[src/rtl/core/udec_pkg.sv]
// ----------------------------------------------------------------------------
// udec_pkg
// Shared types, constants and decode functions of the UTF-8 to UCS-2 decoder.
// ----------------------------------------------------------------------------
package udec_pkg;

   // depth of the job queue between front and back
   localparam int unsigned QUEUE_DEPTH  = 2;
   // held bytes that are ever read back
   localparam int unsigned HOLD_DEPTH   = 4;
   // bytes a truncated tail hands to the back end
   localparam int unsigned REPLAY_BYTES = 4;
   // longest sequence a lead byte can announce
   localparam logic [2:0]  MAX_SEQ_LEN  = 3'd6;

   // register index of decode_mode
   localparam logic        REG_DECODE_MODE = 1'b0;

   typedef enum logic {
      JOB_SINGLE,
      JOB_REPLAY
   } job_kind_type;

   // one job from front to back
   typedef struct packed {
      job_kind_type                  kind;
      logic [15:0]                   code;
      logic [2:0]                    len;
      logic [8*REPLAY_BYTES-1:0]     rbytes;
      logic [2:0]                    rcount;
   } job_type;

   // decoded unit
   typedef struct packed {
      logic [15:0] code;
      logic [2:0]  len;
   } unit_type;

   // sequence length implied by a lead byte, 0 for an invalid lead
   function automatic logic [2:0] lead_length(input logic [7:0] b);
      logic [2:0] n;
      if (b < 8'h80)                      n = 3'd1;
      else if ((b & 8'he0) == 8'hc0)      n = 3'd2;
      else if ((b & 8'hf0) == 8'he0)      n = 3'd3;
      else if ((b & 8'hf8) == 8'hf0)      n = 3'd4;
      else if ((b & 8'hfc) == 8'hf8)      n = 3'd5;
      else if ((b & 8'hfe) == 8'hfc)      n = 3'd6;
      else                                n = 3'd0;
      return n;
   endfunction

   // decode one unit from a three byte window with avail bytes left
   function automatic unit_type parse_unit(input logic [7:0] p0,
                                           input logic [7:0] p1,
                                           input logic [7:0] p2,
                                           input logic [2:0] avail);
      logic [2:0] need;
      unit_type   u;
      need   = lead_length(p0);
      u.code = 16'h0000;
      u.len  = 3'd1;
      if (need == 3'd1) begin
         u.code = {8'h00, p0};
      end else if (need != 3'd0 && avail >= need) begin
         u.len = need;
         if (need == 3'd2) begin
            u.code = {5'b00000, p0[4:0], p1[5:0]};
         end else if (need == 3'd3) begin
            u.code = {p0[3:0], p1[5:0], p2[5:0]};
         end
      end
      return u;
   endfunction

endpackage

[src/rtl/core/udec_queue.sv]
// ----------------------------------------------------------------------------
// udec_queue
// Short job queue that decouples the byte classifier from the result engine.
// ----------------------------------------------------------------------------
module udec_queue (
   input  logic              clock,
   input  logic              reset,
   input  logic              push,
   input  udec_pkg::job_type push_job,
   output logic              full,
   input  logic              pop,
   output logic              head_valid,
   output udec_pkg::job_type head_job
);

   localparam int unsigned Depth = udec_pkg::QUEUE_DEPTH;
   localparam int unsigned PtrW  = (Depth > 1) ? $clog2(Depth) : 1;
   localparam int unsigned CntW  = $clog2(Depth + 1);

   udec_pkg::job_type entry_ff [Depth];
   logic [PtrW-1:0]   wr_ptr_ff, wr_ptr_in;
   logic [PtrW-1:0]   rd_ptr_ff, rd_ptr_in;
   logic [CntW-1:0]   count_ff, count_in;
   logic              do_push, do_pop;

   assign full       = (count_ff == CntW'(Depth));
   assign head_valid = (count_ff != '0);
   assign head_job   = entry_ff[rd_ptr_ff];
   assign do_push    = push && !full;
   assign do_pop     = pop && head_valid;

   // pointer and fill count update
   always_comb begin
      wr_ptr_in = wr_ptr_ff;
      rd_ptr_in = rd_ptr_ff;
      count_in  = count_ff;
      if (do_push) begin
         wr_ptr_in = (wr_ptr_ff == PtrW'(Depth - 1)) ? '0 : wr_ptr_ff + 1'b1;
      end
      if (do_pop) begin
         rd_ptr_in = (rd_ptr_ff == PtrW'(Depth - 1)) ? '0 : rd_ptr_ff + 1'b1;
      end
      if (do_push && !do_pop) begin
         count_in = count_ff + 1'b1;
      end else if (do_pop && !do_push) begin
         count_in = count_ff - 1'b1;
      end
   end

   always_ff @(posedge clock) begin
      if (reset) begin
         wr_ptr_ff <= '0;
         rd_ptr_ff <= '0;
         count_ff  <= '0;
      end else begin
         wr_ptr_ff <= wr_ptr_in;
         rd_ptr_ff <= rd_ptr_in;
         count_ff  <= count_in;
      end
   end

   // job storage
   always_ff @(posedge clock) begin
      if (do_push) begin
         entry_ff[wr_ptr_ff] <= push_job;
      end
   end

endmodule

[src/rtl/core/udec_front.sv]
// ----------------------------------------------------------------------------
// udec_front
// Accepts text bytes, tracks open sequences and issues result jobs.
// ----------------------------------------------------------------------------
module udec_front (
   input  logic              clock,
   input  logic              reset,
   input  logic              decode_mode,
   input  logic              req_valid,
   output logic              req_ready,
   input  logic [7:0]        req_text_byte,
   input  logic              req_end_of_text,
   input  logic              q_full,
   output logic              push,
   output udec_pkg::job_type push_job
);

   localparam int unsigned HoldDepth = udec_pkg::HOLD_DEPTH;
   localparam int unsigned HoldW     = $clog2(HoldDepth);
   localparam int unsigned RBytes    = udec_pkg::REPLAY_BYTES;

   logic [2:0]         cnt_ff, cnt_in;
   logic [2:0]         need_ff, need_in;
   logic [7:0]         pend_ff [HoldDepth];
   logic               pend_we;
   logic [HoldW-1:0]   pend_idx;
   logic               accept;
   logic [2:0]         total;
   logic [2:0]         lead;
   logic [7:0]         second;
   udec_pkg::unit_type comp_unit;
   logic [8*RBytes-1:0] rvec;

   assign req_ready = !q_full;
   assign accept    = req_valid && !q_full;
   assign total     = cnt_ff + 3'd1;
   assign lead      = udec_pkg::lead_length(req_text_byte);
   assign second    = (cnt_ff == 3'd1) ? req_text_byte : pend_ff[1];
   assign comp_unit = udec_pkg::parse_unit(pend_ff[0], second, req_text_byte, total);

   // bytes after the lead of a truncated sequence, current byte last
   always_comb begin
      rvec = '0;
      for (int i = 0; i < int'(RBytes) - 1; i++) begin
         if (3'(i + 1) < cnt_ff) begin
            rvec[8*i +: 8] = pend_ff[i + 1];
         end else if (3'(i + 1) == cnt_ff) begin
            rvec[8*i +: 8] = req_text_byte;
         end
      end
      if (cnt_ff == 3'(RBytes)) begin
         rvec[8*(RBytes-1) +: 8] = req_text_byte;
      end
   end

   // byte classification and job issue
   always_comb begin
      cnt_in          = cnt_ff;
      need_in         = need_ff;
      push            = 1'b0;
      push_job        = '0;
      push_job.kind   = udec_pkg::JOB_SINGLE;
      push_job.len    = 3'd1;
      pend_we         = 1'b0;
      pend_idx        = '0;
      if (accept) begin
         if (decode_mode) begin
            cnt_in        = 3'd0;
            need_in       = 3'd0;
            push          = 1'b1;
            push_job.code = {8'h00, req_text_byte};
         end else if (cnt_ff == 3'd0) begin
            if (lead == 3'd1) begin
               push          = 1'b1;
               push_job.code = {8'h00, req_text_byte};
            end else if (lead == 3'd0 || req_end_of_text) begin
               push          = 1'b1;
            end else begin
               pend_we  = 1'b1;
               cnt_in   = 3'd1;
               need_in  = lead;
            end
         end else if (total >= need_ff) begin
            push          = 1'b1;
            push_job.code = comp_unit.code;
            push_job.len  = total;
            cnt_in        = 3'd0;
            need_in       = 3'd0;
         end else if (req_end_of_text) begin
            push            = 1'b1;
            push_job.kind   = udec_pkg::JOB_REPLAY;
            push_job.rbytes = rvec;
            push_job.rcount = cnt_ff;
            cnt_in          = 3'd0;
            need_in         = 3'd0;
         end else if (cnt_ff < udec_pkg::MAX_SEQ_LEN - 3'd1) begin
            if (cnt_ff < 3'(HoldDepth)) begin
               pend_we  = 1'b1;
               pend_idx = cnt_ff[HoldW-1:0];
            end
            cnt_in = total;
         end else begin
            cnt_in  = 3'd0;
            need_in = 3'd0;
         end
      end
   end

   always_ff @(posedge clock) begin
      if (reset) begin
         cnt_ff  <= 3'd0;
         need_ff <= 3'd0;
      end else begin
         cnt_ff  <= cnt_in;
         need_ff <= need_in;
      end
   end

   // held sequence bytes
   always_ff @(posedge clock) begin
      if (pend_we) begin
         pend_ff[pend_idx] <= req_text_byte;
      end
   end

endmodule

[src/rtl/core/udec_back.sv]
// ----------------------------------------------------------------------------
// udec_back
// Turns jobs into result transfers and replays truncated tails unit by unit.
// ----------------------------------------------------------------------------
module udec_back (
   input  logic              clock,
   input  logic              reset,
   input  logic              head_valid,
   input  udec_pkg::job_type head_job,
   output logic              pop,
   output logic              rsp_valid,
   input  logic              rsp_ready,
   output logic [15:0]       rsp_code_unit,
   output logic [2:0]        rsp_seq_length,
   output logic              rsp_last_result
);

   localparam int unsigned RBytes = udec_pkg::REPLAY_BYTES;

   typedef enum logic {
      BK_IDLE,
      BK_REPLAY
   } back_state_type;

   back_state_type      state_ff, state_in;
   logic                valid_ff, valid_in;
   logic [15:0]         code_ff, code_in;
   logic [2:0]          len_ff, len_in;
   logic                last_ff, last_in;
   logic [8*RBytes-1:0] rbuf_ff, rbuf_in;
   logic [2:0]          rem_ff, rem_in;
   logic                out_free;
   udec_pkg::unit_type  pu;

   assign out_free        = !valid_ff || rsp_ready;
   assign pu              = udec_pkg::parse_unit(rbuf_ff[7:0], rbuf_ff[15:8],
                                                 rbuf_ff[23:16], rem_ff);
   assign rsp_valid       = valid_ff;
   assign rsp_code_unit   = code_ff;
   assign rsp_seq_length  = len_ff;
   assign rsp_last_result = last_ff;

   // result sequencing
   always_comb begin
      state_in = state_ff;
      valid_in = valid_ff;
      code_in  = code_ff;
      len_in   = len_ff;
      last_in  = last_ff;
      rbuf_in  = rbuf_ff;
      rem_in   = rem_ff;
      pop      = 1'b0;
      case (state_ff)
         BK_IDLE: begin
            if (out_free) begin
               valid_in = head_valid;
               if (head_valid) begin
                  pop = 1'b1;
                  if (head_job.kind == udec_pkg::JOB_SINGLE) begin
                     code_in = head_job.code;
                     len_in  = head_job.len;
                     last_in = 1'b1;
                  end else begin
                     // lead of the cut sequence, then replay the rest
                     code_in  = 16'h0000;
                     len_in   = 3'd1;
                     last_in  = 1'b0;
                     rbuf_in  = head_job.rbytes;
                     rem_in   = head_job.rcount;
                     state_in = BK_REPLAY;
                  end
               end
            end
         end
         BK_REPLAY: begin
            if (out_free) begin
               valid_in = 1'b1;
               code_in  = pu.code;
               len_in   = pu.len;
               rem_in   = rem_ff - pu.len;
               last_in  = (rem_in == 3'd0);
               rbuf_in  = rbuf_ff >> {pu.len, 3'b000};
               if (rem_in == 3'd0) begin
                  state_in = BK_IDLE;
               end
            end
         end
         default: begin
            state_in = BK_IDLE;
         end
      endcase
   end

   always_ff @(posedge clock) begin
      code_ff <= code_in;
      len_ff  <= len_in;
      last_ff <= last_in;
      rbuf_ff <= rbuf_in;
      if (reset) begin
         state_ff <= BK_IDLE;
         valid_ff <= 1'b0;
         rem_ff   <= 3'd0;
      end else begin
         state_ff <= state_in;
         valid_ff <= valid_in;
         rem_ff   <= rem_in;
      end
   end

endmodule

[src/rtl/core/utf8_to_ucs2_stream_decoder_top.sv]
// A byte's job is stored in the job queue; its result is then registered by the back end.
// Throughput: one byte per cycle; the front takes a byte whenever the job queue has room.
// A truncated tail gives one result per cycle from the replay loop unless stalled (up to 5).
// Reset: synchronous, active high; clears decode_mode, open sequence, queue and rsp_valid.
// Held sequence bytes are not cleared; they are always written before being read.
// ----------------------------------------------------------------------------
// utf8_to_ucs2_stream_decoder_top
// Streaming UTF-8 to UCS-2 decoder with an APB-style control register.
// ----------------------------------------------------------------------------
module utf8_to_ucs2_stream_decoder_top (
   input  logic        clock,
   input  logic        reset,
   input  logic        req_valid,
   output logic        req_ready,
   input  logic [7:0]  req_text_byte,
   input  logic        req_end_of_text,
   output logic        rsp_valid,
   input  logic        rsp_ready,
   output logic [15:0] rsp_code_unit,
   output logic [2:0]  rsp_seq_length,
   output logic        rsp_last_result,
   input  logic        csr_psel,
   input  logic        csr_penable,
   input  logic        csr_pwrite,
   input  logic [2:0]  csr_paddr,
   input  logic [31:0] csr_pwdata,
   output logic [31:0] csr_prdata,
   output logic        csr_pready
);

   logic              mode_ff, mode_in;
   logic              csr_wr;
   logic              q_full, push, pop, head_valid;
   udec_pkg::job_type push_job, head_job;

   // control register port
   assign csr_pready = 1'b1;
   assign csr_wr     = csr_psel && csr_penable && csr_pwrite && csr_pready;
   assign mode_in    = (csr_wr && csr_paddr[2] == udec_pkg::REG_DECODE_MODE) ?
                       csr_pwdata[0] : mode_ff;
   assign csr_prdata = (csr_paddr[2] == udec_pkg::REG_DECODE_MODE) ?
                       {31'd0, mode_ff} : 32'd0;

   always_ff @(posedge clock) begin
      if (reset) begin
         mode_ff <= 1'b0;
      end else begin
         mode_ff <= mode_in;
      end
   end

   udec_front u_front (
      .clock           (clock),
      .reset           (reset),
      .decode_mode     (mode_ff),
      .req_valid       (req_valid),
      .req_ready       (req_ready),
      .req_text_byte   (req_text_byte),
      .req_end_of_text (req_end_of_text),
      .q_full          (q_full),
      .push            (push),
      .push_job        (push_job)
   );

   udec_queue u_queue (
      .clock      (clock),
      .reset      (reset),
      .push       (push),
      .push_job   (push_job),
      .full       (q_full),
      .pop        (pop),
      .head_valid (head_valid),
      .head_job   (head_job)
   );

   udec_back u_back (
      .clock           (clock),
      .reset           (reset),
      .head_valid      (head_valid),
      .head_job        (head_job),
      .pop             (pop),
      .rsp_valid       (rsp_valid),
      .rsp_ready       (rsp_ready),
      .rsp_code_unit   (rsp_code_unit),
      .rsp_seq_length  (rsp_seq_length),
      .rsp_last_result (rsp_last_result)
   );

endmodule

[config.mk]
export PLATFORM = sky130hd
export DESIGN_NAME = utf8_to_ucs2_stream_decoder_top
export DESIGN_NICKNAME = d
export VERILOG_FILES = /design/src/rtl/core/udec_pkg.sv /design/src/rtl/core/udec_queue.sv /design/src/rtl/core/udec_front.sv /design/src/rtl/core/udec_back.sv /design/src/rtl/core/utf8_to_ucs2_stream_decoder_top.sv
export SDC_FILE = /design/constraint.sdc
export NUM_CORES = 1
export LEC_CHECK = 0
export ABC_CLOCK_PERIOD_IN_PS = 17100
export BUFFER_PORTS_ARGS = -buffer_cell sky130_fd_sc_hd__buf_2
export CAP_MARGIN = 20
export CORE_MARGIN = 5
export CORE_UTILIZATION = 66
export CTS_BUF_LIST = sky130_fd_sc_hd__clkbuf_8
export DETAILED_ROUTE_END_ITERATION = 6
export PLACE_DENSITY = 0.88
export SETUP_SLACK_MARGIN = 0.1
export SYNTH_ARGS = -nofsm -noshare
export SYNTH_HDL_FRONTEND = slang
export SYNTH_SLANG_ARGS = --single-unit
[constraint.sdc]
create_clock -name clock -period 17.1 [get_ports clock]
set_input_delay 5.13 -clock clock [delete_from_list [all_inputs] [get_ports clock]]
set_output_delay 5.13 -clock clock [all_outputs]
set_load 0.03 [all_outputs]
==> results of run 1 <==
## cell usage in the layout, fill, tap and decap left out, types with 13 or more instances in the layout
cell,count
mux2i_1,57
clkbuf_8,37
nor2b_1,13
nand3_1,15
nor2_1,66
a22oi_1,43
o21ai_0,20
dfxtp_1,15
ha_1,14
a21oi_1,47
buf_2,42
conb_1,32
edfxtp_1,194
inv_1,26
nand2_1,59
## critical path: stages
cell     delay, ns
buf_2         0.10
nor2b_1       0.09
buf_2         0.20
## sequential cells by signal, summed over array words and instances, names as in the netlist, named ones only
name                    count
u_back.rsp_last_result      1
u_back.rsp_code_unit       16
u_front.need_ff             3
u_queue.wr_ptr_ff           1
u_queue.entry_ff          110
u_queue.rd_ptr_ff           1
u_front.pend_ff            32
u_back.rsp_valid            1
u_back.rem_ff               3
mode_ff                     1
u_back.rsp_seq_length       3
u_queue.count_ff            2
u_back.rbuf_ff             32
u_back.state_ff             1
u_front.cnt_ff              3
## power by group through the flow
stage / clock, mW / combinational, mW / sequential, mW
after detailed placement: 0 / 0.433 / 0.779
after global routing: 0.412 / 0.479 / 0.778
final: 0.380 / 0.443 / 0.769
after CTS: 0.386 / 0.436 / 0.769
after global placement: 0 / 0.414 / 0.772
after floorplan: 0 / 0.292 / 0.807
## area by class of cell
cell class / count / area (µm²) / share of cell area
Sequential cell: 211 / 6170 / 0.582
Multi-Input combinational cell: 498 / 3240 / 0.305
Clock buffer: 37 / 509 / 0.0481
Timing Repair Buffer: 51 / 285 / 0.0269
Tap cell: 184 / 230 / 0.0217
Clock inverter: 22 / 88.8 / 0.00838
Inverter: 21 / 78.8 / 0.00744
## logic make-up (layout without fill, tap and decap cells)
| family | Yosys count | after routing |
|---|---|---|
| xor+xnor | 6 | 6 |
| other cells | 2 | 32 |
| buf+inv | 103 | 131 |
| fa+ha+maj | 15 | 15 |
| flops | 211 | 211 |
| mux | 60 | 60 |
| simple gates | 210 | 210 |
| compound gates | 175 | 175 |
## path summary, 6_finish.rpt
kind | start | endpoint
min reg2reg | u_front.need_ff[1] | u_front.need_ff[1]
max reg2reg | u_front.cnt_ff[0] | u_queue.entry_ff[0][53]
max | csr_paddr[2] | csr_prdata[0]
min | u_front.need_ff[1] | u_front.need_ff[1]
## metal layers
metal  up-vias  global-route usage
li1       2944                   -
met1      3087               0.326
met2       367               0.382
met3        37              0.0454
met4         0              0.0697
met5         -                   0
==> impl_metrics.py, run 1 <==
metrics = {
    "status": {
        "status": "completed",
    },
    "logic_synthesis": {
        "yosysTopAreaCell": "edfxtp_1",
        "synthAdderAreaFrac": 0.0198,
        "async_flop_share": 0,
        "syn_avg_cell_area_um2": 12.6,
        "synth-xor-area-share": 0.00534,
        "yosysMostFrequentCell": "edfxtp_1",
        "ys_ff_latch": 211,
        "synth_top_family_by_area": "compound AO/OA/AOI/OAI gates",
        "synth_flop_cell": "edfxtp_1",
        "synth_top_area_frac": 0.592,
        "yosysUniqueCellTypes": 75,
        "syn_inst": 782,
        "yosys-top-cells-area": "edfxtp_1 59%, mux2i_1 5.8%, dfxtp_1 3.5%",
        "synth-edff-count": 194,
        "ys_warn_count": 0,
        "netlist_area_um2": 9840,
        "synth-compound-area-share": 0.125,
        "synthMuxAreaShare": 0.0614,
        "synthTopCellsByCount": "194 x edfxtp_1, 67 x nor2_1, 59 x nand2_1",
        "synth-simple-area-share": 0.104,
        "ys_seq_area_frac": 0.626,
    },
    "clocking": {
        "cts_tree": "yes",
        "clkSinkCount": 211,
        "clk_latency_ns": 0.50,
        "cts_buffer_depth": 3,
        "path_clk_slew_ns": 0.06,
        "cts_made_buffers": 34,
        "cts_setup_buffers": 0,
        "holdBufCountCts": 0,
        "cts_resized": 0,
        "cts_max_level": 2,
        "cts-root-buf": "clkbuf_8",
    },
    "power_and_ir_drop": {
        "p_sw_frac": 0.340,
        "combPwrFrac": 0.278,
        "p_seq_frac": 0.483,
        "ir_drop_uv": 69.1,
        "p_per_area_nw_per_um2": 150,
        "clkPwrFrac": 0.239,
        "p_total_mw": 1.59,
        "internal-power_mw": 1.05,
        "power.leakage_nw": 3.67,
        "p_switching_mw": 0.542,
    },
    "final_layout": {
        "fillers": 935,
        "final_cell_area_um2": 10600,
        "antenna_cells": 0,
        "utilization": 0.726,
        "area_growth_pct": 7.64,
        "final_nets": 883,
        "drive_above_1_share": 0.145,
        "final_cells": 1024,
    },
    "global_routing": {
        "grt_usage": 0.235,
        "grt_pass1_wl_um": 32800,
        "grt-ovfl-total": 0,
        "grt_pass1_vias": 6150,
        "antenna_found_initial": 0,
        "grt_max_degree": 65,
    },
    "detailed_routing": {
        "first_pass_iters": 7,
        "wl_met2_um": 10100,
        "maxUsedRoutingLayer": "met4",
        "wl_per_cell_um": 20.1,
        "vias": 6435,
        "wl_met3_um": 1930,
        "drc_errors": 0,
        "routedLengthMet1_um": 8240,
        "first_iter_violations": 756,
        "ant_nets": 0,
        "vias_per_cell": 6.28,
        "drt_wl_total_um": 20600,
    },
    "critical_path": {
        "r2r_cells": 9,
        "arrival_ns": 5.52,
        "crit_required_ns": 11.97,
        "critPathLaunchType": "input port",
        "end_kind": "primary output",
        "r2r_slack_ns": 13.18,
        "critPathMaxFanout": 2,
        "crit_type": "input port to primary output",
    },
    "timing": {
        "layout_min_cycle_time_ns": 10.65,
        "worst_pin_slew_ns": 0.919,
        "maxSlewViolCount": 0,
        "setup_violations": 0,
        "fin_setup_tns_ns": 0,
        "clock_skew_ns": 0.0188,
        "rsz0062_at_grt": "false",
        "slew_headroom": 0.387,
        "hold_ws_ns": 0.465,
        "hold_viol": 0,
        "finalCritPeriodShare": 0.623,
        "fmax_mhz": 93.9,
        "setup_ws_ns": 6.45,
    },
    "floorplan": {
        "fp.dieW_um": 132,
        "io_pins": 106,
        "rows": 44,
        "die-height_um": 132,
        "core_area_um2": 14600,
        "initial_utilization": 0.675,
        "die_area_um2": 17500,
    },
    "placement": {
        "io_buffers": 40,
        "place.gp.congestion": 0.908,
        "place_area_um2": 9970,
        "dp_hpwl_um": 13900,
        "dp.cells": 962,
        "place_ws_ns": 6.44,
    },
    "worst_hold_path": {
        "hold_depth": 2,
        "hold_path.class": "register to register",
    },
    "run": {
        "cap_violations": 0,
    },
}
Note: power is estimated with default switching activity, not from simulation.
==> run 2, diff against run 1 <==
- ABC_CLOCK_PERIOD_IN_PS: 17100 -> 8700
- CORE_UTILIZATION: 66 -> 55
- PLACE_DENSITY: 0.88 -> 0.78
- clock period: 17.1 -> 8.7 ns (I/O delays scaled with it)
==> impl_metrics.py, run 2 (synthesis gave the netlist of run 1 again) <==
metrics = {
    "status": {
        "status": "completed",
    },
    "floorplan": {
        "initial_utilization": 0.554,
        "die-height_um": 144,
        "core_area_um2": 17800,
        "fp.dieW_um": 144,
        "rows": 49,
        "io_pins": 106,
        "die_area_um2": 20700,
    },
    "detailed_routing": {
        "drc_errors": 0,
        "wl_per_cell_um": 20.3,
        "vias": 6322,
        "first_pass_iters": 6,
        "first_iter_violations": 765,
        "drt_wl_total_um": 21700,
        "vias_per_cell": 5.91,
        "ant_nets": 0,
    },
    "power_and_ir_drop": {
        "ir_drop_uv": 176,
        "p_per_area_nw_per_um2": 295,
        "combPwrFrac": 0.277,
        "clkPwrFrac": 0.245,
        "internal-power_mw": 2.07,
        "p_sw_frac": 0.342,
        "power.leakage_nw": 3.69,
        "p_seq_frac": 0.478,
        "p_switching_mw": 1.07,
    },
    "timing": {
        "hold_viol": 0,
        "slew_headroom": 0.262,
        "layout_min_cycle_time_ns": 5.61,
        "clock_skew_ns": 0.0111,
        "worst_pin_slew_ns": 1.10,
        "rsz0062_at_grt": "false",
        "setup_violations": 0,
        "hold_ws_ns": 0.475,
        "fin_setup_tns_ns": 0,
        "setup_ws_ns": 3.09,
        "finalCritPeriodShare": 0.644,
        "fmax_mhz": 178,
        "maxSlewViolCount": 0,
    },
    "final_layout": {
        "reg_top3": "u_queue.entry_ff (110), u_back.rbuf_ff (32), u_front.pend_ff (32)",
        "final_cell_mix": "194 x edfxtp_1, 66 x nor2_1, 59 x nand2_1",
        "drive_above_1_share": 0.145,
        "final_cell_area_um2": 10700,
        "largest_register_ffs": 110,
        "antenna_cells": 0,
        "utilization": 0.599,
        "top_register": "u_queue.entry_ff",
        "final_nets": 883,
        "area_growth_pct": 8.25,
        "fillers": 1424,
        "final_common_cell": "edfxtp_1",
    },
    "clocking": {
        "cts_resized": 0,
        "cts_buffer_depth": 3,
        "clk_latency_ns": 0.52,
        "cts-root-buf": "clkbuf_8",
        "cts_max_level": 2,
        "clkSinkCount": 211,
        "cts_setup_buffers": 0,
        "cts_tree": "yes",
        "cts_made_buffers": 35,
        "holdBufCountCts": 0,
        "path_clk_slew_ns": 0.06,
    },
    "global_routing": {
        "antenna_found_initial": 0,
        "grt_max_degree": 65,
        "grt_pass1_wl_um": 33500,
        "grt_usage": 0.211,
        "grt_pass1_vias": 6104,
        "grt-ovfl-total": 0,
    },
    "critical_path": {
        "critPathLaunchType": "input port",
        "r2r_slack_ns": 4.71,
        "r2r_end": "u_queue.entry_ff[0][48]",
        "crit_end": "csr_prdata[0]",
        "critPathMaxFanout": 2,
        "r2r_start": "u_front.cnt_ff[0]",
        "r2r_cells": 9,
        "end_kind": "primary output",
        "setup.worst_path.start": "csr_paddr[2]",
        "crit_required_ns": 6.09,
        "arrival_ns": 3.00,
        "crit_type": "input port to primary output",
    },
    "placement": {
        "io_buffers": 40,
        "place.gp.congestion": 0.890,
        "place_ws_ns": 3.09,
        "dp_hpwl_um": 14300,
        "place_area_um2": 10000,
    },
    "worst_hold_path": {
        "hold_path.class": "register to register",
    },
    "run": {
        "cap_violations": 0,
    },
}
[run 2: cell types whose count changed in the layout (fill, tap and decap cells not counted), sizes merged]
cell,change
inv,+4
clkinv,-2
buf,-1
[run 2: worst max-delay path, stage by stage]
cell,delay [ns]
buf_2,0.10
nor2b_1,0.09
buf_2,0.20
[run 2: through the flow]
step	total power, mW	cells
floorplan	2.16	812
global placement	2.35	1007
detailed placement	2.38	1007
CTS	3.15	1068
global route	3.30	1070
finish	3.14	1070
[run 2: layer usage]
metal	up-vias	GRT usage	part of all wire
met2	318	0.330	0.47
met5	-	0	0
met3	50	0.0329	0.081
met4	0	0.0758	0.024
met1	3014	0.304	0.43
li1	2940	-	-
[run 2: worst min path at each step]
stage	from	to	slack, ns	depth (start not counted)
2_1_floorplan	u_front.need_ff[2]	u_front.need_ff[2]	0.44	2
3_3_place_gp	u_front.need_ff[2]	u_front.need_ff[2]	0.45	2
3_5_place_dp	u_front.need_ff[2]	u_front.need_ff[2]	0.47	2
4_1_cts	u_front.need_ff[2]	u_front.need_ff[2]	0.48	2
5_1_grt	u_front.need_ff[1]	u_front.need_ff[1]	0.51	2
6_report	u_front.need_ff[2]	u_front.need_ff[2]	0.47	2
[run 2: cell type report]
class | count | area (µm²) | share of cell area
Timing Repair Buffer | 50 | 280 | 0.0263
Clock buffer | 37 | 509 | 0.0478
Multi-Input combinational cell | 498 | 3240 | 0.304
Inverter | 21 | 78.8 | 0.00740
Tap cell | 229 | 287 | 0.0269
Sequential cell | 211 | 6170 | 0.579
Clock inverter | 24 | 97.6 | 0.00916
[run 2: power by group through the flow]
stage	clock (mW)	combinational, mW	sequential, mW
2_1_floorplan	0	0.575	1.59
3_3_place_gp	0	0.839	1.51
3_5_place_dp	0	0.859	1.52
4_1_cts	0.783	0.861	1.50
5_1_grt	0.832	0.949	1.52
6_report	0.770	0.869	1.50
